### src/design/rmq_pkg.sv
// Shared types, widths and helpers for the rotation matrix to quaternion pipeline.
// No dependencies; every other design file refers to this package by scoped names.
package rmq_pkg;

    localparam int DW = 16;
    localparam int FB = 14;

    // Signed trace width. It holds the four-element trace and the Shepperd sum.
    localparam int TW = DW + 3;
    localparam int RW0 = TW - 1 + FB;
    localparam int RW = RW0 + (RW0 % 2);
    localparam int SW = RW / 2;
    localparam int NW = DW + 1;
    localparam int DVW = NW + FB + 1;
    localparam int DSW = SW + 1;

    localparam logic signed [TW-1:0] ONE_T = TW'(1) << FB;
    localparam logic [DVW-1:0] MAX_POS = (DVW'(1) << (DW - 1)) - DVW'(1);

    typedef logic signed [DW-1:0] word_t;
    typedef logic signed [NW-1:0] num_t;
    typedef logic [1:0] comp_idx_t;

    localparam comp_idx_t COMP_X = 2'd0;
    localparam comp_idx_t COMP_Y = 2'd1;
    localparam comp_idx_t COMP_Z = 2'd2;
    localparam comp_idx_t COMP_W = 2'd3;

    // The slot marks the component that comes from the square root.
    typedef struct packed {
        comp_idx_t slot;
        logic      degen;
    } side_t;

    function automatic word_t sat_mag(input logic neg, input logic [DVW-1:0] mag);
        word_t res;
        if (!neg) begin
            res = (mag > MAX_POS) ? word_t'(MAX_POS[DW-1:0]) : word_t'(mag[DW-1:0]);
        end
        else if (mag > MAX_POS + DVW'(1)) begin
            res = word_t'(MAX_POS[DW-1:0] + DW'(1));
        end
        else begin
            res = word_t'(-mag[DW-1:0]);
        end
        return res;
    endfunction

endpackage

### src/design/rmq_sqrt.sv
// Pipelined integer square root, one result bit per stage, with the sideband carried along.
// Depends on rmq_pkg.
module rmq_sqrt (
    input  logic                   clk,
    input  logic                   rst_n,
    input  logic                   in_valid,
    input  logic [rmq_pkg::RW-1:0] radicand,
    input  rmq_pkg::num_t [2:0]    in_num,
    input  rmq_pkg::side_t         in_side,
    output logic                   out_valid,
    output logic [rmq_pkg::SW-1:0] root,
    output rmq_pkg::num_t [2:0]    out_num,
    output rmq_pkg::side_t         out_side
);

    localparam int S = rmq_pkg::SW;

    logic [S-1:0]                   v_reg;
    logic [S+1:0]                   rem_reg  [S];
    logic [S-1:0]                   root_reg [S];
    logic [rmq_pkg::RW-1:0]         rad_reg  [S];
    rmq_pkg::num_t [2:0]            num_reg  [S];
    rmq_pkg::side_t                 side_reg [S];

    for (genvar s = 0; s < S; s++) begin : g_stage
        logic                   v_prev;
        logic [S+1:0]           rem_prev, rem_cur, trial, rem_next;
        logic [S-1:0]           root_prev, root_next;
        logic [rmq_pkg::RW-1:0] rad_prev;
        rmq_pkg::num_t [2:0]    num_prev;
        rmq_pkg::side_t         side_prev;

        if (s == 0) begin : g_first
            always_comb begin
                v_prev    = in_valid;
                rem_prev  = '0;
                root_prev = '0;
                rad_prev  = radicand;
                num_prev  = in_num;
                side_prev = in_side;
            end
        end
        else begin : g_rest
            always_comb begin
                v_prev    = v_reg[s-1];
                rem_prev  = rem_reg[s-1];
                root_prev = root_reg[s-1];
                rad_prev  = rad_reg[s-1];
                num_prev  = num_reg[s-1];
                side_prev = side_reg[s-1];
            end
        end

        always_comb begin
            rem_cur = {rem_prev[S-1:0], rad_prev[rmq_pkg::RW-1 -: 2]};
            trial   = {root_prev, 2'b01};
            if (rem_cur >= trial) begin
                rem_next  = rem_cur - trial;
                root_next = {root_prev[S-2:0], 1'b1};
            end
            else begin
                rem_next  = rem_cur;
                root_next = {root_prev[S-2:0], 1'b0};
            end
        end

        always_ff @(posedge clk or negedge rst_n) begin
            if (!rst_n) begin
                v_reg[s] <= 1'b0;
            end
            else begin
                v_reg[s] <= v_prev;
            end
        end

        always_ff @(posedge clk) begin
            rem_reg[s]  <= rem_next;
            root_reg[s] <= root_next;
            rad_reg[s]  <= rad_prev << 2;
            num_reg[s]  <= num_prev;
            side_reg[s] <= side_prev;
        end
    end

    assign out_valid = v_reg[S-1];
    assign root      = root_reg[S-1];
    assign out_num   = num_reg[S-1];
    assign out_side  = side_reg[S-1];

endmodule

### config.mk
export PLATFORM = sky130hd
export DESIGN_NAME = rmq_sqrt
export DESIGN_NICKNAME = d
export VERILOG_FILES = /design/src/design/rmq_pkg.sv /design/src/design/rmq_sqrt.sv
export SDC_FILE = /design/constraint.sdc
export NUM_CORES = 1
export LEC_CHECK = 0
export BUFFER_PORTS_ARGS = -buffer_cell sky130_fd_sc_hd__buf_2
export CORE_MARGIN = 2
export CORE_UTILIZATION = 60
export DETAILED_ROUTE_END_ITERATION = 16
export PLACE_DENSITY = 0.89
export SETUP_SLACK_MARGIN = 0.05
export SYNTH_ARGS = -nofsm -noshare
export SYNTH_HDL_FRONTEND = slang
export SYNTH_SLANG_ARGS = --single-unit
### constraint.sdc
create_clock -name clk -period 4.9 [get_ports clk]
set_clock_uncertainty 0.15 [all_clocks]
set_input_delay 0.98 -clock clk [delete_from_list [all_inputs] [get_ports clk]]
set_output_delay 0.98 -clock clk [all_outputs]
set_load 0.05 [all_outputs]
Yosys cells after proc, flatten, opt, wreduce, memory -nomap -nowiden. Memories as Yosys holds them, arrays and structs flattened. Index checks and enable logic that the tools add are counted. W data, S select, Z words.

Bits in writable memories: 1888. Memories: 5. Word-level logic and storage cells: 85. Output and inout bits: 71. Flip-flop bits (word level): 16. Input bits: 89.

Add/subtract/negate cells: 16. $lt $le $gt $ge: 16. Muxes and demuxes: 32.

Memory list: num_reg (words 16, bits a word 51, read ports 16, clocked after memory_dff 0, write ports 16, line rmq_sqrt.sv:22) `rmq_pkg::num_t [2:0] num_reg [S];`; rad_reg (words 16, bits a word 30, read ports 15, clocked after memory_dff 0, write ports 16, line rmq_sqrt.sv:21) `logic [rmq_pkg::RW-1:0] rad_reg [S];`; rem_reg (words 16, bits a word 18, read ports 15, clocked after memory_dff 0, write ports 16, line rmq_sqrt.sv:19) `logic [S+1:0] rem_reg [S];`; root_reg (words 16, bits a word 16, read ports 16, clocked after memory_dff 0, write ports 16, line rmq_sqrt.sv:20) `logic [S-1:0] root_reg [S];`; side_reg (words 16, bits a word 3, read ports 16, clocked after memory_dff 0, write ports 16, line rmq_sqrt.sv:23) `rmq_pkg::side_t side_reg [S];`.

Operator list (number): $mux W18 (16); $ge A18 B18 Y1 (15); $sub A18 B18 Y18 (15); $mux W1 (16); $sub A2 B1 Y3 const B (1); $ge A2 B1 Y1 const B (1).

Depth between registers and ports, before layout. An unclocked memory read counts as a cell.

Word-level depth: 3. Depth in mapped cells: 12.

Least setup slack after synthesis. Ideal clock, no wire load.

Kind: flip-flop to flip-flop. Start: memory root_reg[13][12] (netlist bit). End: memory rem_reg[14][10] (netlist bit). Clock period less this slack: 2.634 ns. Cell stages (with the launch flop): 10. Arrival time: 2.363 ns. Slack: 2.266 ns. Required time: 4.629 ns. Path buffers: 2. Setup time: 0.121 ns. Cells stage by stage: dfxtp_1 inv_1 ha_1 clkbuf_1 nand4_1 or4_1 and3_1 o21ai_2 buf_6 mux2_2.

RTL lines (line): start, declared (rmq_sqrt.sv:20); end, declared (rmq_sqrt.sv:19).

==> results.yml <==
outcome:
  status: "finished, final reports clean"
worst_setup_path:
  worstPathRequired_ns: 5.33
  worstPathArrival_ns: 3.73
  cp_slowest_cell: "nor2_1"
  startpoint_type: "register"
  critPathMaxStageDelay_ns: 0.96
  path_cells: "inv_1 -> ha_1 -> nor2b_1 -> o21ai_0 -> a21oi_1 -> o21a_1 -> o41a_1 -> nor2_1 -> nor4_1 -> xor2_1"
  end_kind: "register"
  setup.worst_path.start: "root_reg[7][0]"
  crit_type: "register to register"
  r2r-start: "root_reg[7][0]"
  crit_fanout: 23
power_and_ir_drop:
  p_total_mw: 28.05
  p_per_area_nw_per_um2: 618.1
  clkPwrFrac_pct: 39.0
  p_sw_share_pct: 24.64
  power.switching_mw: 6.913
  sequentialPowerShare_pct: 50.0
  irDropWorstVdd_mv: 0.4687
  p_comb_share_pct: 11.0
  leakagePower_nw: 20.68
  p_int_mw: 21.14
sta:
  rsz0062_at_grt: "false"
  fin_crit_sh_pct: 67.49
  max_freq_mhz: 302.4
  tightest_slew_ns: 1.272
  hold_slack_ns: 0.1498
  setup_viol: 0
  fin_tns_setup_ns: 0
  hold_violations: 0
  maxSlewViolCount: 0
  finalCriticalPeriod_ns: 3.307
  slew_headroom_pct: 14.90
global_route:
  grt_pass1_wl_um: 105500
  antenna_found_initial: 0
  grt_pass1_vias: 21220
  grt_usage_pct: 20.08
  overflow: 0
  grt_max_degree: 29
synth:
  ys_types: 75
  synthArstFlopShare_pct: 1.081
  ys_seq_area_share_pct: 76.56
  synth_edf_count: 0
  netlist_area_um2: 38800
  ys.flop_type: "dfxtp_1"
  ys_ff_latch: 1480
  ys_warn_count: 0
  synthCells: 2859
  synth_nets: 3100
  postSynthAreaPerCell_um2: 13.57
die:
  initial_utilization_pct: 60.41
  die_area_um2: 66720
  rows: 93
  core_um2: 64230
  die_y_um: 258.3
  dieWidth_um: 258.3
  ioPinCount: 160
detailed_routing:
  drt-initial-drc-count: 1106
  drc: 0
  drtPass1Iterations: 6
  vias_per_cell: 4.943
  antenna_left: 0
  num_vias: 20240
  drt_wl_total_um: 66360
  wl_per_cell_um: 16.21
clock_network:
  numClockSinks: 1480
  postCtsHoldBufs: 1
  clk_pin_slew_worst_paths_ns: 0.06
  cts_resized: 0
  clock_latency_ns: 0.73
  clk_path_buf_depth: 3
  root_buffer: "clkbuf_16"
  cts_setup_buffers: 0
  cts_buffers: 135
  tritoncts: "done"
  htreeDepth: 4
place:
  dpl_cell_area_um2: 40580
  io_buffers: 159
  gp_congestion: 0.9041
  dp_hpwl_um: 37470
min_path:
  hp-class: "register to register"
  worstHoldStart: "num_reg[0][86]"
final_layout:
  largest_reg_flops: 816
  syn2layout_area_growth_pct: 16.96
  antenna_cells: 0
  drive_gt1_share_pct: 13.40
  layout_common_cells: "dfxtp_1 (1,464), inv_1 (186), buf_2 (159)"
  layout_commonest_cell: "dfxtp_1"
  fin_area_um2: 45380
  nets: 3375
job:
  max-cap-violations: 0
-- per-layer routing --
metal	global-route usage (%)	vias to the layer above	routed length, µm
met3	4.450	209	2956
met5	0	-	0
met1	19.80	9456	24210
met2	38.43	581	36090
li1	-	9989	-
met4	11.48	0	3096
-- cells in the mapped netlist, types with 14 or more instances --
cell      instances  area [µm²]
nand3_1          30       150.1
nand4_1          17       106.4
or3_1            19       118.9
xnor2_1          88       770.7
a21oi_1         103       515.5
nand2_1         108       405.4
a21o_1           40       300.3
xor2_1           67       586.8
nor4_1           23       143.9
nor2b_1          18       112.6
nor3_1           47       235.2
o31ai_1          14       105.1
o21ai_0          95       475.5
dfxtp_1        1464       29310
nand2b_1         30       187.7
o21a_1           32       240.2
nor2_1          110       412.9
ha_1            152        1902
dfrtp_1          16       400.4
clkbuf_1         16       60.06
mux2_2           33       371.6
inv_1           186       698.2
-- logic make-up (layout without fill, tap and decap cells) --
kind of cell             count (synthesis)  count (layout)  synth area share (%)
buffers and inverters                  211             591                 2.083
AND/OR/NAND/NOR                        463             463                 6.049
multiplexers                            38              38                 1.090
other                                    1               1              0.009664
AO/OA/AOI/OAI                          359             359                 5.804
flip-flops                            1480            1480                 76.56
adder cells (fa/ha/maj)                152             152                 4.901
XOR/XNOR                               155             155                 3.499
-- critical path, delay by kind of cell (launching register included) --
| kind | cells | cell delay, ns |
|---|---|---|
| and+or+nand+nor | 3 | 1.27 |
| AOI/OAI and AO/OA | 4 | 0.85 |
| DFF | 1 | 0.34 |
| adders and majority gates | 1 | 0.32 |
| xor gates and xnor gates | 1 | 0.20 |
| buffers and inverters | 1 | 0.05 |
-- area by class of cell --
cell class | count | area, µm²
clock buffers | 190 | 3885
clock inverters | 52 | 912.1
inverters | 187 | 701.9
flip-flops and latches | 1480 | 29710
fillers | 4068 | 18850
well taps | 855 | 1070
repair buffers | 162 | 820.8
multi-input cells | 1168 | 8285
-- path summary, 6_finish.rpt --
kind,endpoint,slack (ns),cells past startpoint
worst max-delay path,rem_reg[8][15],1.59,10
worst min-delay path,num_reg[1][35],0.15,0
worst max register to register,rem_reg[8][15],1.59,10
worst min register to register,num_reg[1][35],0.15,0
max in group asynchronous,g_stage[7].v_prev,3.77,2
min in group asynchronous,g_stage[11].v_prev,0.56,2
-- power by group through the flow --
stage,logic [mW],clock network (mW),registers [mW]
after floorplan,2.30,0,14.2
after global placement,2.88,0,14.2
after detailed placement,2.97,0,14.2
after CTS,3.06,11.2,14.0
after global routing,3.43,11.7,14.1
final,3.08,10.9,14.0
-- through the flow --
| step | util [%] | cells | setup slack (ns) |
|---|---|---|---|
| global route | 70.66 | 4094 | 1.305 |
| floorplan | - | 2859 | 2.266 |
| CTS | 70.66 | 4094 | 1.602 |
| detailed placement | 63.17 | 3851 | 1.635 |
| finish | 70.66 | 4094 | 1.593 |
| global placement | 63.17 | 3851 | 1.742 |
Note: power is estimated with default switching activity, not from simulation.
