--- src/design/rmq_pkg.sv ---
// Shared types, widths and helpers for the rotation matrix to quaternion pipeline.
// No dependencies; every other design file refers to this package by scoped names.
package rmq_pkg;

    localparam int DW = 16;
    localparam int FB = 14;

    // Signed trace width. It holds the four-element trace and the Shepperd sum.
    localparam int TW = DW + 3;
    localparam int RW0 = TW - 1 + FB;
    localparam int RW = RW0 + (RW0 % 2);
    localparam int SW = RW / 2;
    localparam int NW = DW + 1;
    localparam int DVW = NW + FB + 1;
    localparam int DSW = SW + 1;

    localparam logic signed [TW-1:0] ONE_T = TW'(1) << FB;
    localparam logic [DVW-1:0] MAX_POS = (DVW'(1) << (DW - 1)) - DVW'(1);

    typedef logic signed [DW-1:0] word_t;
    typedef logic signed [NW-1:0] num_t;
    typedef logic [1:0] comp_idx_t;

    localparam comp_idx_t COMP_X = 2'd0;
    localparam comp_idx_t COMP_Y = 2'd1;
    localparam comp_idx_t COMP_Z = 2'd2;
    localparam comp_idx_t COMP_W = 2'd3;

    // The slot marks the component that comes from the square root.
    typedef struct packed {
        comp_idx_t slot;
        logic      degen;
    } side_t;

    function automatic word_t sat_mag(input logic neg, input logic [DVW-1:0] mag);
        word_t res;
        if (!neg) begin
            res = (mag > MAX_POS) ? word_t'(MAX_POS[DW-1:0]) : word_t'(mag[DW-1:0]);
        end
        else if (mag > MAX_POS + DVW'(1)) begin
            res = word_t'(MAX_POS[DW-1:0] + DW'(1));
        end
        else begin
            res = word_t'(-mag[DW-1:0]);
        end
        return res;
    endfunction

endpackage

--- src/design/rmq_div.sv ---
// Pipelined restoring divider, one quotient bit per stage, data path only.
// Depends on rmq_pkg.
module rmq_div (
    input  logic                    clk,
    input  logic [rmq_pkg::DVW-1:0] dividend,
    input  logic [rmq_pkg::DSW-1:0] divisor,
    output logic [rmq_pkg::DVW-1:0] quotient
);

    localparam int N = rmq_pkg::DVW;
    localparam int D = rmq_pkg::DSW;

    logic [D-1:0] rem_reg [N];
    logic [N-1:0] dvd_reg [N];
    logic [N-1:0] quo_reg [N];
    logic [D-1:0] dsr_reg [N];

    for (genvar s = 0; s < N; s++) begin : g_stage
        logic [D-1:0] rem_prev, dsr_prev;
        logic [N-1:0] dvd_prev, quo_prev;
        logic [D:0]   rem_cur, rem_next;
        logic         qbit;

        if (s == 0) begin : g_first
            always_comb begin
                rem_prev = '0;
                dvd_prev = dividend;
                quo_prev = '0;
                dsr_prev = divisor;
            end
        end
        else begin : g_rest
            always_comb begin
                rem_prev = rem_reg[s-1];
                dvd_prev = dvd_reg[s-1];
                quo_prev = quo_reg[s-1];
                dsr_prev = dsr_reg[s-1];
            end
        end

        always_comb begin
            rem_cur = {rem_prev, dvd_prev[N-1]};
            qbit    = (rem_cur >= {1'b0, dsr_prev});
            rem_next = qbit ? (rem_cur - {1'b0, dsr_prev}) : rem_cur;
        end

        always_ff @(posedge clk) begin
            rem_reg[s] <= rem_next[D-1:0];
            dvd_reg[s] <= dvd_prev << 1;
            quo_reg[s] <= {quo_prev[N-2:0], qbit};
            dsr_reg[s] <= dsr_prev;
        end
    end

    assign quotient = quo_reg[N-1];

endmodule
--- config.mk ---
export PLATFORM = sky130hd
export DESIGN_NAME = rmq_div
export DESIGN_NICKNAME = d
export VERILOG_FILES = /design/src/design/rmq_pkg.sv /design/src/design/rmq_div.sv
export SDC_FILE = /design/constraint.sdc
export NUM_CORES = 2
export LEC_CHECK = 0
export BUFFER_PORTS_ARGS = -buffer_cell sky130_fd_sc_hd__buf_4
export CAP_MARGIN = 20
export CORE_UTILIZATION = 56
export DETAILED_ROUTE_END_ITERATION = 10
export GPL_ROUTABILITY_DRIVEN = 0
export PLACE_DENSITY = 0.75
export SLEW_MARGIN = 20
export SYNTH_ARGS = -nofsm -noshare
export SYNTH_HDL_FRONTEND = slang
export SYNTH_SLANG_ARGS = --single-unit
--- constraint.sdc ---
create_clock -name clk -period 3.25 [get_ports clk]
set_input_delay 0.325 -clock clk [delete_from_list [all_inputs] [get_ports clk]]
set_output_delay 0.325 -clock clk [all_outputs]
set_load 0.02 [all_outputs]
### Yosys cells after proc, flatten, opt, wreduce, memory -nomap -nowiden

Memory sizes are Yosys's and may differ from the RTL's.
Index checks and enable logic that the tools add are counted.

* bits in registers: 0
* latch bits: 0
* RAM bits: 3104
* ROM bits: 0
* memories kept: 4

* $add $sub $neg: 32
* multipliers: 0
* div/mod/pow operators: 0
* magnitude comparators: 32
* equality and inequality tests: 0
* shifts and indexed selects: 0
* mux-type cells: 32
* bitwise gates (word level): 0
* reduce and logical (&&, ||, !) cells: 0

Memory list
* quo_reg: depth 32, bits a word 32, read ports 32, clocked after memory_dff 0, write ports 32, line rmq_div.sv:15 `logic [N-1:0] quo_reg [N];`
* dvd_reg: depth 32, bits a word 31, read ports 31, clocked after memory_dff 0, write ports 32, line rmq_div.sv:14 `logic [N-1:0] dvd_reg [N];`
* dsr_reg: depth 32, bits a word 17, read ports 31, clocked after memory_dff 0, write ports 32, line rmq_div.sv:16 `logic [D-1:0] dsr_reg [N];`
* rem_reg: depth 32, bits a word 17, read ports 31, clocked after memory_dff 0, write ports 32, line rmq_div.sv:13 `logic [D-1:0] rem_reg [N];`

Operator list (count)
* 18-bit by 17-bit greater-or-equal comparator with 1-bit output: 31
* 17-bit 2-to-1 mux: 32
* 17-bit subtractor: 31
* 1-bit by 17-bit greater-or-equal comparator with 1-bit output: 1
* 1-bit by 17-bit subtractor with 17-bit output: 1

### Logic depth before layout (Yosys ltp)

An unclocked memory read counts as a cell.

* depth after elaboration: 3
* depth in mapped cells: 15
* mapped depth without buffers: 13

### Worst setup path after synthesis

Ideal clock, no wire load.

* kind: reg2reg
* from: mem dvd_reg[1][309] (netlist name)
* to: mem rem_reg[26][10] (netlist name)
* arrival: 3205 ps
* data required time: 3129 ps
* slack: -77 ps
* cell stages (with the launch flop): 15
* buffers on the path: 1
* period minus slack after synthesis: 3327 ps
* path through: dfxtp_1 > inv_1 > ha_1 > inv_1 > fa_1 > a21o_1 > a21oi_2 > o21ai_1 > a211oi_2 > o31ai_1 > a221o_1 > a21o_1 > a211oi_4 > buf_8 > mux2_4

RTL lines (line)
* from (decl): rmq_div.sv:14
* to (decl): rmq_div.sv:13

==> impl_table.tex <==
\begin{tabular}{lr}
\hline
Metric & Value \\
\hline
\multicolumn{2}{l}{\textbf{Power}} \\
Leakage component of the power & 38.6 nW \\
Overall power of the completed layout & 80.8 mW \\
Pwr/cell area & between 900 and 1000 nW/um\^{}2 \\
Largest voltage drop on the vdd net & 621 uV \\
\multicolumn{2}{l}{\textbf{Drt}} \\
Via count & 44700 \\
DRC & 0 \\
Count of nets left with antenna violations after detail routing & 0 \\
Average wire per cell in the routed design & 15.3 um \\
Total detailed-routing wirelength & 133 mm \\
Iteration count of the initial detailed-routing pass & 6 \\
Ratio of routed vias to standard cells & 5.16 \\
Number of violations reported at the end of detailed-routing iteration 0 & 2574 \\
\multicolumn{2}{l}{\textbf{Synth}} \\
Register area share after synthesis & 58.0\% \\
Number of distinct library cells after synthesis & 78 \\
Top cell type by total area after synthesis & sky130\_fd\_sc\_hd\_\_dfxtp\_1 \\
Number of enable flip-flop cells after synthesis & 0 \\
Area fraction of the dominant cell type after synthesis & 58.0\% \\
Synthesized cell area & 71700 sq um \\
Ranking of synthesized cells by area & sky130\_fd\_sc\_hd\_\_dfxtp\_1 58\%, sky130\_fd\_sc\_hd\_\_ha\_1 9.2\%, sky130\_fd\_sc\_hd\_\_mux2\_2 3.9\%, sky130\_fd\_sc\_hd\_\_inv\_1 3.8\%, sky130\_fd\_sc\_hd\_\_xnor2\_1 3.3\% \\
Share of flip-flops with an asynchronous set or reset after synthesis & 0\% \\
Synth Warn \# & 0 \\
Ys flop type & sky130\_fd\_sc\_hd\_\_dfxtp\_1 \\
Synthesis-stage register bit count & approximately 2100 \\
Mapped Nets & 7062 \\
Mapped Cells & 6453 \\
Average size of a mapped cell & 11.1 sq um \\
\multicolumn{2}{l}{\textbf{GRT}} \\
Total congestion overflow & 0 \\
Number of global-route vias before repair & 44800 \\
Largest net degree at the start of global routing & 32 \\
Global-route wire length before repair & 216 mm \\
Global Route Usage Sum & roughly 20\% \\
Number of antenna violations at the first check in global routing & 0 \\
\multicolumn{2}{l}{\textbf{Timing}} \\
Relative slew slack & a little over half \\
Transition at the pin with the smallest max-transition slack & 0.679 ns \\
Number of hold violations in the final report & 0 \\
Setup skew after layout & between 0.03 and 0.04 ns \\
RSZ-0062 raised after global routing & true \\
Number of setup violations in the final report & 0 \\
Final Critical Period & 3.24 ns \\
Count of final max-slew check failures & 0 \\
WHS & between 0.1 and 0.15 ns \\
Final clock period utilization by the worst path & 99.6\% \\
Achievable Freq & 309 MHz \\
\multicolumn{2}{l}{\textbf{Setup path}} \\
Worst flop-to-flop path startpoint & dvd\_reg[1][309] \\
Startpoint kind of the worst setup timing path & flop \\
Largest fanout on the critical path & 4 \\
Top cell by count, worst path & sky130\_fd\_sc\_hd\_\_a21o\_1 \\
CP delay by family, top & compound AO/OA/AOI/OAI gates \\
Cell chain of the critical path & inv\_2 > ha\_4 > inv\_1 > fa\_2 > a21o\_1 > a21oi\_2 > o21ai\_2 > a211oi\_2 > o31ai\_2 > a221o\_1 > a21o\_1 > a211oi\_4 > buf\_6 > clkbuf\_16 > mux2\_2 \\
CP required & 3.96 ns \\
CP Class & reg -> reg \\
Crit path DAT & 3.94 ns \\
Slowest stage cell, crit path & sky130\_fd\_sc\_hd\_\_fa\_2 \\
Crit path buffers/inverters & 4 \\
Worst reg2reg path endpoint & rem\_reg[26][6] \\
Flop-to-flop setup slack & 0.01 ns \\
Largest stage delay on the critical path & approximately 0.33 ns \\
Cell depth of the worst flop-to-flop path & 15 \\
Crit. End Element & flop \\
\multicolumn{2}{l}{\textbf{Clock network}} \\
TritonCTS clock tree & done \\
Deepest level of the CTS H-tree & 4 \\
Clock transition time at the flip-flop clock pins of the worst setup and hold paths & 0.06 ns \\
Longest Clk Path Bufs & 3 \\
CTS sink count & 2078 \\
Clock insertion delay at the later pin of the skew report & 0.82 ns \\
CTS Buf Count & 194 \\
Clock Tree Root & sky130\_fd\_sc\_hd\_\_clkbuf\_16 \\
\multicolumn{2}{l}{\textbf{Place}} \\
IO Port Bufs & between 80 and 90 \\
Half-perimeter wire length after detailed placement & 93.7 mm \\
Inst Count DP & 8210 \\
\multicolumn{2}{l}{\textbf{Hold path}} \\
Class of the most critical hold timing path & in -> reg \\
Startpoint of the worst hold path & dividend[27] \\
Worst Hold End & dvd\_reg[0][27] \\
Hold path cells & 2 \\
\multicolumn{2}{l}{\textbf{Die}} \\
Row Count & 130 \\
Boundary Pins & 82 \\
Total die area & between 100000 and 150000 sq um \\
DIE HEIGHT & about 360 um \\
Effective utilization at floorplan & a little under three fifths \\
Die span in x & between 300 and 400 um \\
Area of the core region & 126000 sq um \\
\multicolumn{2}{l}{\textbf{Final layout}} \\
Final net count & 7463 \\
Flip-flop count of the largest register, all copies and words added & 528 \\
Area occupied by multi-input gates & 27500 sq um \\
ANT cells & 0 \\
Fill count & $\sim$9400 \\
Proportion of layout cells with a drive suffix above 1 & 13.6\% \\
Post-layout util & between 60 and 70\% \\
Sequential cell area & 41600 sq um \\
Final Non-Filler Cells & 8669 \\
Synth-to-Final Area Change & 16.6\% \\
\multicolumn{2}{l}{\textbf{Run}} \\
Max Cap Violations & 0 \\
\multicolumn{2}{l}{\textbf{Run status}} \\
Status & finished clean \\
\hline
\end{tabular}
## layout by cell type, fill, tap and decap left out, types with 23 or more instances in the layout
cell,n
sky130_fd_sc_hd__a211oi_1,24
sky130_fd_sc_hd__a21o_1,220
sky130_fd_sc_hd__a21oi_1,370
sky130_fd_sc_hd__and3_1,35
sky130_fd_sc_hd__buf_4,191
sky130_fd_sc_hd__bufinv_16,23
sky130_fd_sc_hd__clkbuf_1,25
sky130_fd_sc_hd__clkbuf_16,207
sky130_fd_sc_hd__clkbuf_8,37
sky130_fd_sc_hd__clkinv_2,40
sky130_fd_sc_hd__dfxtp_1,2076
sky130_fd_sc_hd__dlygate4sd3_1,49
sky130_fd_sc_hd__fa_1,24
sky130_fd_sc_hd__ha_1,524
sky130_fd_sc_hd__inv_1,716
sky130_fd_sc_hd__mux2_2,242
sky130_fd_sc_hd__nand2_1,278
sky130_fd_sc_hd__nand2b_1,30
sky130_fd_sc_hd__nand3_1,52
sky130_fd_sc_hd__nand4_1,74
sky130_fd_sc_hd__nor2_1,318
sky130_fd_sc_hd__nor2b_1,47
sky130_fd_sc_hd__nor3_1,84
sky130_fd_sc_hd__o211ai_1,27
sky130_fd_sc_hd__o21a_1,52
sky130_fd_sc_hd__o21ai_0,285
sky130_fd_sc_hd__o21bai_1,98
sky130_fd_sc_hd__or3_1,32
sky130_fd_sc_hd__xnor2_1,267
sky130_fd_sc_hd__xor2_1,144
## Yosys cell counts (all sizes together) (51+ instances only)
| master | instances |
|---|---|
| nor3 | 84 |
| nand3 | 52 |
| ha | 529 |
| o21ai | 307 |
| xnor2 | 267 |
| inv | 720 |
| nor2 | 318 |
| nand2 | 278 |
| o21a | 53 |
| a21o | 220 |
| nand4 | 74 |
| o21bai | 98 |
| mux2 | 254 |
| a21oi | 392 |
| dfxtp | 2078 |
| clkbuf | 51 |
| xor2 | 144 |
## worst register-to-register path: stages, from the launching register on
cell	delay, ns
sky130_fd_sc_hd__dfxtp_1	0.31
sky130_fd_sc_hd__inv_2	0.07
sky130_fd_sc_hd__ha_4	0.13
sky130_fd_sc_hd__inv_1	0.06
sky130_fd_sc_hd__fa_2	0.33
sky130_fd_sc_hd__a21o_1	0.20
sky130_fd_sc_hd__a21oi_2	0.17
sky130_fd_sc_hd__o21ai_2	0.07
sky130_fd_sc_hd__a211oi_2	0.29
sky130_fd_sc_hd__o31ai_2	0.12
sky130_fd_sc_hd__a221o_1	0.33
sky130_fd_sc_hd__a21o_1	0.18
sky130_fd_sc_hd__a211oi_4	0.21
sky130_fd_sc_hd__buf_6	0.16
sky130_fd_sc_hd__clkbuf_16	0.15
sky130_fd_sc_hd__mux2_2	0.32
## where the power goes
part           switching, mW  internal (mW)
Combinational           12.6           12.2
Clock                   9.83           13.8
Sequential              2.35           30.0
Total                   24.8           56.1
## per-stage QoR
stage / setup slack, ns / setup TNS, ns / instance area, sq um
2_1_floorplan: 0.00144 / 0 / 71700
3_3_place_gp: -0.0148 / -0.0192 / 75200
3_5_place_dp: -0.0361 / -0.314 / 75200
4_1_cts: 0.00187 / 0 / 82700
5_1_grt: -0.0967 / -2.49 / 83600
6_report: 0.0141 / 0 / 83600
## how the worst max path moves through the flow
stage          slack [ns]            start  depth (start not counted)              end
4_1_cts             0.002  dvd_reg[0][185]                         14   rem_reg[6][13]
5_1_grt              -0.1  dsr_reg[1][153]                         14   rem_reg[26][8]
3_5_place_dp        -0.04  dvd_reg[0][278]                         13    rem_reg[9][4]
3_3_place_gp        -0.01   dsr_reg[1][85]                         12   rem_reg[22][8]
6_report             0.01  dvd_reg[1][309]                         15   rem_reg[26][6]
2_1_floorplan       0.001  dvd_reg[1][309]                         14  rem_reg[26][10]
## cell type report
type                            instances  share of cell area (%)
Inverter                              721                    3.24
Clock buffer                          256                    6.53
Tap cell                             1650                    2.47
Multi-Input combinational cell       3577                    32.9
Timing Repair Buffer                  282                    3.28
Sequential cell                      2078                    49.7
Clock inverter                        105                    1.82
## kinds of logic (layout without fill, tap and decap cells)
kind of cell | after synthesis | after routing | synth area share (%)
xor gates and xnor gates | 411 | 411 | 5.02
and+or+nand+nor | 997 | 997 | 6.42
DFF | 2078 | 2078 | 58.0
buffers and inverters | 798 | 1364 | 4.25
AOI/OAI and AO/OA | 1336 | 1336 | 12.0
muxes | 274 | 274 | 4.31
adders and majority gates | 559 | 559 | 10.1
## what timing repair did
action | CTS | global route
buffers inserted | 0 | 35
hold buffers | 49 | 0
endpoints found under the hold margin | 65 | 0
pin swaps | 0 | 35
gates cloned | 0 | 15
resized for setup | 7 | 92
endpoints found under the setup margin | 45 | 367
## per-layer routing
| layer | up-vias | global-route usage (%) | share of wire, % |
|---|---|---|---|
| met2 | 815 | 35.4 | 49 |
| met5 | - | 0 | 0 |
| met3 | 297 | 3.34 | 3.5 |
| met4 | 0 | 7.16 | 2.8 |
| li1 | 22600 | - | - |
| met1 | 21000 | 24.5 | 44 |
(Power assumes the default switching activity.)
