## src/design/rmq_pkg.sv

```systemverilog
// Shared types, widths and helpers for the rotation matrix to quaternion pipeline.
// No dependencies; every other design file refers to this package by scoped names.
package rmq_pkg;

    localparam int DW = 16;
    localparam int FB = 14;

    // Signed trace width. It holds the four-element trace and the Shepperd sum.
    localparam int TW = DW + 3;
    localparam int RW0 = TW - 1 + FB;
    localparam int RW = RW0 + (RW0 % 2);
    localparam int SW = RW / 2;
    localparam int NW = DW + 1;
    localparam int DVW = NW + FB + 1;
    localparam int DSW = SW + 1;

    localparam logic signed [TW-1:0] ONE_T = TW'(1) << FB;
    localparam logic [DVW-1:0] MAX_POS = (DVW'(1) << (DW - 1)) - DVW'(1);

    typedef logic signed [DW-1:0] word_t;
    typedef logic signed [NW-1:0] num_t;
    typedef logic [1:0] comp_idx_t;

    localparam comp_idx_t COMP_X = 2'd0;
    localparam comp_idx_t COMP_Y = 2'd1;
    localparam comp_idx_t COMP_Z = 2'd2;
    localparam comp_idx_t COMP_W = 2'd3;

    // The slot marks the component that comes from the square root.
    typedef struct packed {
        comp_idx_t slot;
        logic      degen;
    } side_t;

    function automatic word_t sat_mag(input logic neg, input logic [DVW-1:0] mag);
        word_t res;
        if (!neg) begin
            res = (mag > MAX_POS) ? word_t'(MAX_POS[DW-1:0]) : word_t'(mag[DW-1:0]);
        end
        else if (mag > MAX_POS + DVW'(1)) begin
            res = word_t'(MAX_POS[DW-1:0] + DW'(1));
        end
        else begin
            res = word_t'(-mag[DW-1:0]);
        end
        return res;
    endfunction

endpackage

```

## src/design/rmq_front.sv

```systemverilog
// Front end: trace, index choice, radicand and the three numerators, two register stages.
// Depends on rmq_pkg.
module rmq_front (
    input  logic                          clk,
    input  logic                          rst_n,
    input  logic                          in_valid,
    input  rmq_pkg::word_t                m00,
    input  rmq_pkg::word_t                m01,
    input  rmq_pkg::word_t                m02,
    input  rmq_pkg::word_t                m10,
    input  rmq_pkg::word_t                m11,
    input  rmq_pkg::word_t                m12,
    input  rmq_pkg::word_t                m20,
    input  rmq_pkg::word_t                m21,
    input  rmq_pkg::word_t                m22,
    input  rmq_pkg::word_t                m33,
    output logic                          out_valid,
    output logic [rmq_pkg::RW-1:0]        radicand,
    output rmq_pkg::num_t [2:0]           num,
    output rmq_pkg::side_t                side
);

    logic                          s1_valid_reg;
    logic signed [rmq_pkg::TW-1:0] trace_reg, trace_next;
    rmq_pkg::word_t                d00_reg, d11_reg, d22_reg;
    rmq_pkg::comp_idx_t            idx_reg, idx_next;
    rmq_pkg::num_t [2:0]           diff_reg, diff_next;
    rmq_pkg::num_t                 s01_reg, s02_reg, s12_reg;
    rmq_pkg::num_t                 s01_next, s02_next, s12_next;

    logic                          s2_valid_reg;
    logic [rmq_pkg::RW-1:0]        rad_reg, rad_next;
    rmq_pkg::num_t [2:0]           num_reg, num_next;
    rmq_pkg::side_t                side_reg, side_next;

    rmq_pkg::word_t                pick01;
    rmq_pkg::word_t                mii, mjj, mkk;
    logic signed [rmq_pkg::TW-1:0] tshep, tsel;
    logic                          trace_ok;

    always_comb begin
        pick01 = (m00 <= m11) ? m11 : m00;
        if (m22 > pick01) begin
            idx_next = rmq_pkg::COMP_Z;
        end
        else if (m00 <= m11) begin
            idx_next = rmq_pkg::COMP_Y;
        end
        else begin
            idx_next = rmq_pkg::COMP_X;
        end
        trace_next = rmq_pkg::TW'(m00) + rmq_pkg::TW'(m11) + rmq_pkg::TW'(m22)
                   + rmq_pkg::TW'(m33);
        diff_next[0] = rmq_pkg::NW'(m12) - rmq_pkg::NW'(m21);
        diff_next[1] = rmq_pkg::NW'(m20) - rmq_pkg::NW'(m02);
        diff_next[2] = rmq_pkg::NW'(m01) - rmq_pkg::NW'(m10);
        s01_next = rmq_pkg::NW'(m01) + rmq_pkg::NW'(m10);
        s02_next = rmq_pkg::NW'(m02) + rmq_pkg::NW'(m20);
        s12_next = rmq_pkg::NW'(m12) + rmq_pkg::NW'(m21);
    end

    always_ff @(posedge clk or negedge rst_n) begin
        if (!rst_n) begin
            s1_valid_reg <= 1'b0;
        end
        else begin
            s1_valid_reg <= in_valid;
        end
    end

    always_ff @(posedge clk) begin
        trace_reg <= trace_next;
        d00_reg   <= m00;
        d11_reg   <= m11;
        d22_reg   <= m22;
        idx_reg   <= idx_next;
        diff_reg  <= diff_next;
        s01_reg   <= s01_next;
        s02_reg   <= s02_next;
        s12_reg   <= s12_next;
    end

    // Below a trace of one, each vector component off the chosen index uses the symmetric
    // pair sum with the chosen row, and the chosen slot carries the w numerator.
    always_comb begin
        case (idx_reg)
            rmq_pkg::COMP_Y: begin
                mii = d11_reg;
                mjj = d22_reg;
                mkk = d00_reg;
                num_next[0] = s01_reg;
                num_next[1] = diff_reg[1];
                num_next[2] = s12_reg;
            end
            rmq_pkg::COMP_Z: begin
                mii = d22_reg;
                mjj = d00_reg;
                mkk = d11_reg;
                num_next[0] = s02_reg;
                num_next[1] = s12_reg;
                num_next[2] = diff_reg[2];
            end
            default: begin
                mii = d00_reg;
                mjj = d11_reg;
                mkk = d22_reg;
                num_next[0] = diff_reg[0];
                num_next[1] = s01_reg;
                num_next[2] = s02_reg;
            end
        endcase
        tshep = rmq_pkg::TW'(mii) - rmq_pkg::TW'(mjj) - rmq_pkg::TW'(mkk) + rmq_pkg::ONE_T;
        trace_ok = (trace_reg >= rmq_pkg::ONE_T);
        if (trace_ok) begin
            num_next = diff_reg;
            tsel = trace_reg;
            side_next.slot = rmq_pkg::COMP_W;
        end
        else begin
            tsel = tshep;
            side_next.slot = idx_reg;
        end
        side_next.degen = !trace_ok && (tshep <= 0);
        if (side_next.degen) begin
            rad_next = '0;
        end
        else begin
            rad_next = rmq_pkg::RW'(tsel[rmq_pkg::TW-2:0]) << rmq_pkg::FB;
        end
    end

    always_ff @(posedge clk or negedge rst_n) begin
        if (!rst_n) begin
            s2_valid_reg <= 1'b0;
        end
        else begin
            s2_valid_reg <= s1_valid_reg;
        end
    end

    always_ff @(posedge clk) begin
        rad_reg  <= rad_next;
        num_reg  <= num_next;
        side_reg <= side_next;
    end

    assign out_valid = s2_valid_reg;
    assign radicand  = rad_reg;
    assign num       = num_reg;
    assign side      = side_reg;

endmodule

```

## config.mk

```make
export PLATFORM = sky130hd
export DESIGN_NAME = rmq_front
export DESIGN_NICKNAME = d
export VERILOG_FILES = /design/src/design/rmq_pkg.sv /design/src/design/rmq_front.sv
export SDC_FILE = /design/constraint.sdc
export NUM_CORES = 1
export LEC_CHECK = 0
export BUFFER_PORTS_ARGS = -buffer_cell sky130_fd_sc_hd__buf_2
export CAP_MARGIN = 30
export CORE_MARGIN = 3
export CORE_UTILIZATION = 56
export CTS_CLUSTER_SIZE = 24
export DETAILED_ROUTE_END_ITERATION = 6
export GPL_ROUTABILITY_DRIVEN = 0
export PLACE_DENSITY_LB_ADDON = 0.08
export SYNTH_ARGS = -nofsm -noshare
export SYNTH_HDL_FRONTEND = slang
export SYNTH_SLANG_ARGS = --single-unit
```

## constraint.sdc

```tcl
create_clock -name clk -period 6.9 [get_ports clk]
set_clock_uncertainty 0.05 [all_clocks]
set_input_delay 0.69 -clock clk [delete_from_list [all_inputs] [get_ports clk]]
set_output_delay 0.69 -clock clk [all_outputs]
set_load 0.02 [all_outputs]
```

### Yosys cells after proc, flatten, opt, wreduce, memory -nomap -nowiden

Cells that the tools add are included.

* bits in registers: 259
* input port bits: 163

* add/subtract/negate cells: 12
* magnitude comparators: 4
* equal/unequal tests: 2
* mux-type cells: 8
* reductions and logical operators: 2

Operators with widths (number)
* $pmux W51 S2: 1
* $pmux W16 S2: 3
* $add A16 B16 Y17: 4
* $sub A16 B16 Y17: 4
* $mux W51: 1
* $add A18 B16 Y19: 1
* $add A18 B16 Y19 const B: 1
* $ge A19 B16 Y1 const B: 1
* $le A19 B1 Y1 const B: 1
* $add A17 B16 Y18: 1
* $mux W18: 1
* $sub A17 B16 Y18: 1
* $gt A16 B16 Y1: 1
* $le A16 B16 Y1: 1
* $mux W16: 1
* $eq A2 B1 Y1 const B: 1
* $eq A2 B2 Y1 const B: 1
* $logic_and A1 B1 Y1: 1
* $logic_not A1 Y1: 1
* $mux W1: 1

### Longest topological paths before layout

Gate-level depths: netlist (run 1).

* depth in word-level cells: 7
* gate-level depth with buffers: 23

### Worst setup path before layout (run 1)

Ideal clock, no wire load.

* path kind: reg-to-reg
* start: register idx_reg[0]
* end: register rad_reg (netlist bit radicand[17])
* setup time: 0.125 ns
* arrival: 4.518 ns
* required time: 6.725 ns
* slack: 2.207 ns
* cell stages (with the launch flop): 22
* buffers on the path: 4
* clock period less this slack: 4.693 ns
* cell sequence: dfxtp_1 > inv_1 > ha_1 > clkbuf_1 > clkbuf_1 > clkbuf_1 > nor2_1 > a21oi_1 > fa_1 > ha_1 > ha_1 > inv_1 > fa_1 > nor2b_4 > o31a_1 > o31ai_4 > a211oi_2 > nor2b_4 > o311a_4 > o21ai_4 > buf_12 > o31ai_2

* cells in the longest elaborated chain, start to end: 7
* elaborated cells on any way between the ends: 11

Ends and longest elaborated chain
* start: declaration: line rmq_front.sv:26 `rmq_pkg::comp_idx_t idx_reg, idx_next;`
* start signal: assignment: line rmq_front.sv:76 `idx_reg <= idx_next;`
* $eq A2 B2 Y1 / $eq A2 B1 Y1 (equally long branches): line rmq_front.sv:86 `case (idx_reg)`
* $pmux W16 S2: line rmq_front.sv:86
* $sub A16 B16 Y17: line rmq_front.sv:112 `tshep = rmq_pkg::TW'(mii) - rmq_pkg::TW'(mjj) - rmq_pkg::TW'(mkk) + rmq_pkg::ONE_T;`
* $sub A17 B16 Y18 *: line rmq_front.sv:112
* $add A18 B16 Y19 *: line rmq_front.sv:112
* $le A19 B1 Y1: line rmq_front.sv:123 `side_next.degen = !trace_ok && (tshep <= 0);`
* $logic_and A1 B1 Y1: line rmq_front.sv:123
* end signal: assignment: line rmq_front.sv:142 `rad_reg <= rad_next;`
* end: declaration: line rmq_front.sv:32 `logic [rmq_pkg::RW-1:0] rad_reg, rad_next;`

Mark *: on every way between the ends. The rest lies on a longest branch, timed or not.
A chain may end at the register's enable or synchronous reset.

### Worst setup path in the final report (run 1)

* start: register idx_reg[1]
* end: register rad_reg (netlist bit radicand[30])

The elaborated chain is that of the path after synthesis.

==> results of run 1 <==
Yosys cell counts, types with 6 or more instances:
cell,number,share of area
dfxtp_1,240,0.32
ha_1,180,0.15
inv_1,150,0.037
a22oi_1,131,0.065
nor2_1,121,0.030
o21ai_0,117,0.039
a21oi_1,113,0.038
nand2_1,99,0.025
xnor2_1,72,0.042
clkbuf_1,69,0.017
fa_1,56,0.074
nor3_1,24,0.0080
nor2b_1,23,0.0095
xor2_1,23,0.013
a21o_1,18,0.0090
o21a_1,16,0.0080
mux2i_1,15,0.010
buf_4,14,0.0070
nand2b_1,14,0.0058
or3_1,13,0.0054
o21bai_1,12,0.0060
o31ai_1,11,0.0055
nand3_1,10,0.0033
a211oi_1,9,0.0045
o21ai_2,9,0.0052
and3_1,8,0.0033
nand4_1,8,0.0033
a2111oi_0,7,0.0041
o21ai_1,6,0.0020
o41ai_1,6,0.0035
or2_2,6,0.0025
layer usage:
| metal | track usage | share of wire | wire length, µm |
|---|---|---|---|
| met1 | 0.345 | 0.45 | 17400 |
| met2 | 0.419 | 0.45 | 17300 |
| met3 | 0.0369 | 0.060 | 2290 |
| met4 | 0.0808 | 0.036 | 1360 |
| met5 | 0 | 0 | 0 |
power groups by stage:
stage / sequential, mW / clock (mW) / combinational [mW]
2_1_floorplan: 2.26 / 0 / 3.48
3_3_place_gp: 2.04 / 0 / 4.78
3_5_place_dp: 2.04 / 0 / 4.84
4_1_cts: 2.02 / 1.45 / 4.88
5_1_grt: 2.05 / 1.51 / 5.48
6_report: 2.02 / 1.43 / 4.89
worst max-delay path: stages (launching register included):
cell      delay [ns]
dfxtp_1         0.33
inv_1           0.09
ha_2            0.75
buf_4           0.55
a22oi_1         0.14
nor2_1          0.13
a21oi_1         0.07
fa_1            0.52
ha_1            0.31
ha_1            0.34
o21a_1          0.12
o31a_1          0.15
o31ai_4         0.24
a211oi_2        0.14
nor2b_4         0.16
o311a_4         0.37
o21ai_4         0.58
nand2b_1        0.18
o21ai_0         0.07
per-stage QoR:
stage / worst slack, ns / util / instances / hold slack [ns]
floorplan: 2.21 / - / 1686 / 0.281
global placement: 1.72 / 0.624 / 2174 / 0.294
detailed placement: 1.53 / 0.624 / 2174 / 0.287
CTS: 1.51 / 0.658 / 2220 / 0.208
global route: 1.14 / 0.658 / 2220 / 0.211
finish: 1.45 / 0.658 / 2220 / 0.236
cell families (layout without fill, tap and decap cells):
| logic type | Yosys count | in the layout | share of synthesized area |
|---|---|---|---|
| other cells | 1 | 14 | 0.000249 |
| mux | 16 | 16 | 0.0107 |
| xor+xnor | 95 | 95 | 0.0552 |
| compound gates | 501 | 501 | 0.219 |
| flops | 242 | 242 | 0.322 |
| buf+inv | 238 | 437 | 0.0640 |
| simple gates | 344 | 344 | 0.105 |
| fa+ha+maj | 236 | 236 | 0.224 |
final cells by class:
type / instances / share of cell area
flip-flops and latches: 242 / 0.281
repair buffers: 242 / 0.0712
clock inverters: 9 / 0.00876
clock buffers: 36 / 0.0426
well taps: 335 / 0.0242
inverters: 150 / 0.0326
multi-input cells: 1206 / 0.540
path summary, 6_finish.rpt:
check | startpoint | endpoint | slack [ns]
setup / recovery | idx_reg[1] | radicand[30] | 1.45
hold / removal | in_valid | s1_valid_reg | 0.24
setup reg to reg | idx_reg[1] | radicand[30] | 1.45
hold reg to reg | s1_valid_reg | out_valid | 0.31
max in group asynchronous | rst_n | s1_valid_reg | 6.27
min in group asynchronous | rst_n | out_valid | 0.44
placed cells by master, fill, tap and decap left out, types with 72 or more instances in the layout:
cell and n:
buf_2 235, a22oi_1 131, o21ai_0 116, nor2_1 120, xnor2_1 72, inv_1 150, ha_1 178, a21oi_1 113
dfxtp_1 240, nand2_1 99
repair_timing:
item | 4_1_cts | 5_1_grt
hold buffers | 1 | 0
hold endpoints to repair | 2 | 0
resized for setup | 0 | 0
==> flow_metrics.tcl, run 1 <==
set metrics [dict create \
    avgSynthCellArea_um2 9.01 \
    p_int_mw 4.63 \
    clkLatencyLatePin_ns 0.51 \
    fin_area_um2 17300 \
    clockBufferDepth 3 \
    ys_seq_elements 242 \
    crit_type "reg -> reg" \
    combPwrFrac 0.586 \
    wl_mm 38.3 \
    antenna_cells 0 \
    drc 0 \
    start_kind "register" \
    setup_tns_ns 0 \
    root_buffer "clkbuf_16" \
    status "complete, no violations" \
    largest_reg_flops 51 \
    path_clk_slew_ns 0.06 \
    multi_input_area_um2 9330 \
    core_um2 26300 \
    yosysUniqueCellTypes 68 \
    die_h_um 170 \
    antenna_found_initial 0 \
    num_rows 59 \
    syn_area_um2 15100 \
    wl_per_cell_um 17.3 \
    dp_hpwl_mm 30.1 \
    die_x_um 170 \
    cts_tree "yes" \
    cts_made_buffers 25 \
    peakVddDrop_v 0.000388 \
    fillers 2187 \
    yosys_warnings 0 \
    die_area_um2 28900 \
    route.vias.total 12500 \
    drtAntennaViolNets 0 \
    grt_pass1_vias 11800 \
    seq_area_frac_synth 0.322 \
    max-cap-violations 0 \
    h-tree-depth 1 \
    r2r_cells 18 \
    whs_path_depth 1 \
    hold_viol_final 0 \
    setup_viol 0 \
    drt_pass1_iterations 5 \
    max-slew-margin-rel 0.381 \
    powerDensity_nw_per_um2 482 \
    dpl_cell_area_um2 16400 \
    finalPower_mw 8.34 \
    switching_power_mw 3.71 \
    drtIter0Drc 943 \
    cts_setup_buffers 0 \
    max_slew.worst_pin.slew_ns 0.928 \
    synthCells 1673 \
    finalCritPeriodShare 0.789 \
    start_util 0.574 \
    min_path_type "in -> reg" \
    switching_share 0.445 \
    drive_above_1_share 0.166 \
    min_period_ns 5.45 \
    clock_sinks 242 \
    numPortBuffers 235 \
    avgViaCountPerCell 5.65 \
    path_max_fanout 44 \
    grt_start_max_net_pins 84 \
    drv_slew 0 \
    async_reset_ff_frac 0.00826 \
    crit_arrival_ns 5.77 \
    p_leak_nw 8.04 \
    clockPowerShare 0.171 \
    critical_path.endpoint_type "register" \
    max_freq_mhz 184 \
    register_area_um2 4850 \
    seq_power_share 0.242 \
    grt-ovfl-total 0 \
    ios 250 \
    track_usage 0.254 \
    rsz0062_at_grt "false" \
    nNetsFinal 2266 \
    synth_edf_count 0 \
    synthFlopType "dfxtp_1" \
    grt_pass1_wl_mm 59.4 \
    area_growth_pct 14.7 \
    critical_path_required_ns 7.23 \
]
No activity file was read; power rests on OpenSTA's default activity.
==> run 2, diff against run 1 <==
- CORE_UTILIZATION: 56 -> 52
- clock period: 6.9 -> 4.4 ns (I/O delays scaled with it)
==> run 2 against run 1 <==
Effect of this change:
- design area increased by 4.3%
- highest routed layer unchanged
- largest power group unchanged
- clock power increased by 59%
- wire length increased by 9.2%
- sequential share of layout area decreased by 1.2 points
- critical path type unchanged
- clock-buffer cell count increased by 4
- total power increased by 74%
- critical path depth increased by 1
- via count increased by 3.3%
- maximum frequency increased by 27%
- worst setup slack got worse by 1.3 ns
==> flow_metrics.tcl, run 2 (same netlist as run 1, synthesis figures left out) <==
set metrics [dict create \
    cts_tree "yes" \
    track_usage 0.253 \
    top_usage_layer "met2" \
    crit_arrival_ns 4.61 \
    clockBufferDepth 3 \
    clockPowerShare 0.157 \
    finalCritPeriodShare 0.976 \
    largest_reg_flops 51 \
    num_rows 61 \
    fillers 2402 \
    ios 250 \
    core_um2 28200 \
    clock_sinks 242 \
    met2_usage 0.441 \
    dp.cells 2229 \
    met1_usage 0.333 \
    drc 0 \
    root_buffer "clkbuf_16" \
    antenna_found_initial 0 \
    numPortBuffers 235 \
    drtAntennaViolNets 0 \
    path_clk_slew_ns 0.06 \
    crit_path_cell_trace "inv_2 > ha_4 > buf_6 > nor2_2 > a21oi_2 > fa_1 > ha_4 > ha_4 > inv_2 > fa_2 > nor2b_4 > o31a_1 > o31ai_4 > a211oi_2 > nor2b_4 > o311a_4 > o21ai_4 > clkbuf_16 > o31ai_1" \
    p_leak_nw 8.32 \
    grt_pass1_vias 12400 \
    max_slew.worst_pin.slew_ns 0.980 \
    drtIter0Drc 932 \
    rsz0062_at_grt "true" \
    pre_cts_ws_ns -0.123 \
    drt_pass1_iterations 5 \
    p_int_mw 8.14 \
    powerDensity_nw_per_um2 802 \
    crit_family "compound AO/OA/AOI/OAI gates" \
    start_kind "register" \
    peakVddDrop_v 0.000577 \
    start_util 0.535 \
    switching_power_mw 6.33 \
    path_max_fanout 8 \
    min_period_ns 4.29 \
    status "complete, no violations" \
    setup_tns_ns 0 \
    max-slew-margin-rel 0.330 \
    switching_share 0.437 \
    drive_above_1_share 0.203 \
    route.vias.total 13000 \
    final_common_cell "dfxtp_1" \
    grt-ovfl-total 0 \
    critPathMaxStageDelay_ns 0.47 \
    setup_viol 0 \
    wl_mm 41.8 \
    wl_per_cell_um 18.1 \
    hold_viol_final 0 \
    avgViaCountPerCell 5.62 \
    min_path_type "in -> reg" \
    clkLatencyLatePin_ns 0.52 \
    nNetsFinal 2307 \
    max-cap-violations 0 \
    setup_ws_ns 0.107 \
    grt_start_max_net_pins 83 \
    cpMostUsedCell "ha_4" \
    area_growth_pct 19.7 \
    crit_buf_inv 4 \
    critical_path.endpoint_type "register" \
    h-tree-depth 1 \
    drv_slew 0 \
    combPwrFrac 0.622 \
    die_h_um 176 \
    die_x_um 176 \
    cpMaxStageDelayCell "fa_1" \
    fin_cells 2306 \
    critical_path_required_ns 4.71 \
    dp_hpwl_mm 31.7 \
    crit_type "reg -> reg" \
    cts_made_buffers 26 \
    antenna_cells 0 \
    layout_common_cells "238 x dfxtp_1, 235 x buf_2, 172 x ha_1, 145 x inv_1, 125 x a22oi_1" \
    grt_pass1_wl_mm 63.5 \
    seq_power_share 0.221 \
    die_area_um2 31100 \
    max_freq_mhz 233 \
    met3_usage 0.0312 \
]
-- run 2: cell count changes in the layout (fill, tap and decap cells not counted), moves of 6 or more --
cell       change
clkbuf_16      +7
a21oi_2       +13
a22oi_1        -6
ha_1           -6
ha_4           +7
buf_4         +23
a21oi_1       -13
a22oi_2        +6
-- run 2: worst register-to-register path, delay by kind of cell (launching register included) --
kind | cells | cell delay, ns
AOI/OAI and AO/OA | 7 | 1.50
adders and majority gates | 5 | 1.49
buffers and inverters | 4 | 0.49
DFF | 1 | 0.36
and+or+nand+nor | 3 | 0.25
-- run 2: power by group through the flow --
stage	registers, mW	logic (mW)	clock network (mW)
6_report	3.20	9.00	2.27
4_1_cts	3.19	8.04	2.30
5_1_grt	3.25	9.94	2.40
3_5_place_dp	3.22	7.79	0
2_1_floorplan	3.54	5.47	0
3_3_place_gp	3.22	7.69	0
-- run 2: per-layer routing --
metal | share of wire | wire (µm)
met1 | 0.42 | 17800
met2 | 0.49 | 20300
met3 | 0.065 | 2720
met4 | 0.025 | 1050
met5 | 0 | 0
-- run 2: worst paths after layout --
path	start	endpoint	slack, ns	cells after the start
worst max-delay path	idx_reg[0]	radicand[15]	0.11	19
worst min-delay path	m22[13]	d22_reg[13]	0.02	1
worst max register to register	idx_reg[0]	radicand[15]	0.11	19
worst min register to register	s1_valid_reg	out_valid	0.31	0
max in group asynchronous	rst_n	s1_valid_reg	4.02	2
min in group asynchronous	rst_n	out_valid	0.19	2
-- run 2: area by class of cell --
cell class	count	area (µm²)	area share
multi-input cells	1206	9530	0.528
flip-flops and latches	242	4860	0.269
repair buffers	282	1720	0.0952
clock buffers	40	785	0.0435
inverters	150	563	0.0312
well taps	378	473	0.0262
clock inverters	8	115	0.00638
-- run 2: repair_timing --
action	4_1_cts	5_1_grt
setup endpoints to repair	12	19
setup buffers	9	14
gates resized for setup	7	58
pin swaps	3	18
hold endpoints to repair	3	0
cloned	0	5
hold buffers	2	0
-- run 2: per-stage QoR --
step	utilization	power (mW)	area (µm²)	hold WS, ns
after detailed placement	0.588	11.0	16600	0.182
after global placement	0.588	10.9	16600	0.173
final	0.641	14.5	18000	0.0216
after floorplan	-	9.01	15100	0.0944
after global routing	0.641	15.6	18000	0.00191
after CTS	0.625	13.5	17600	0.00494
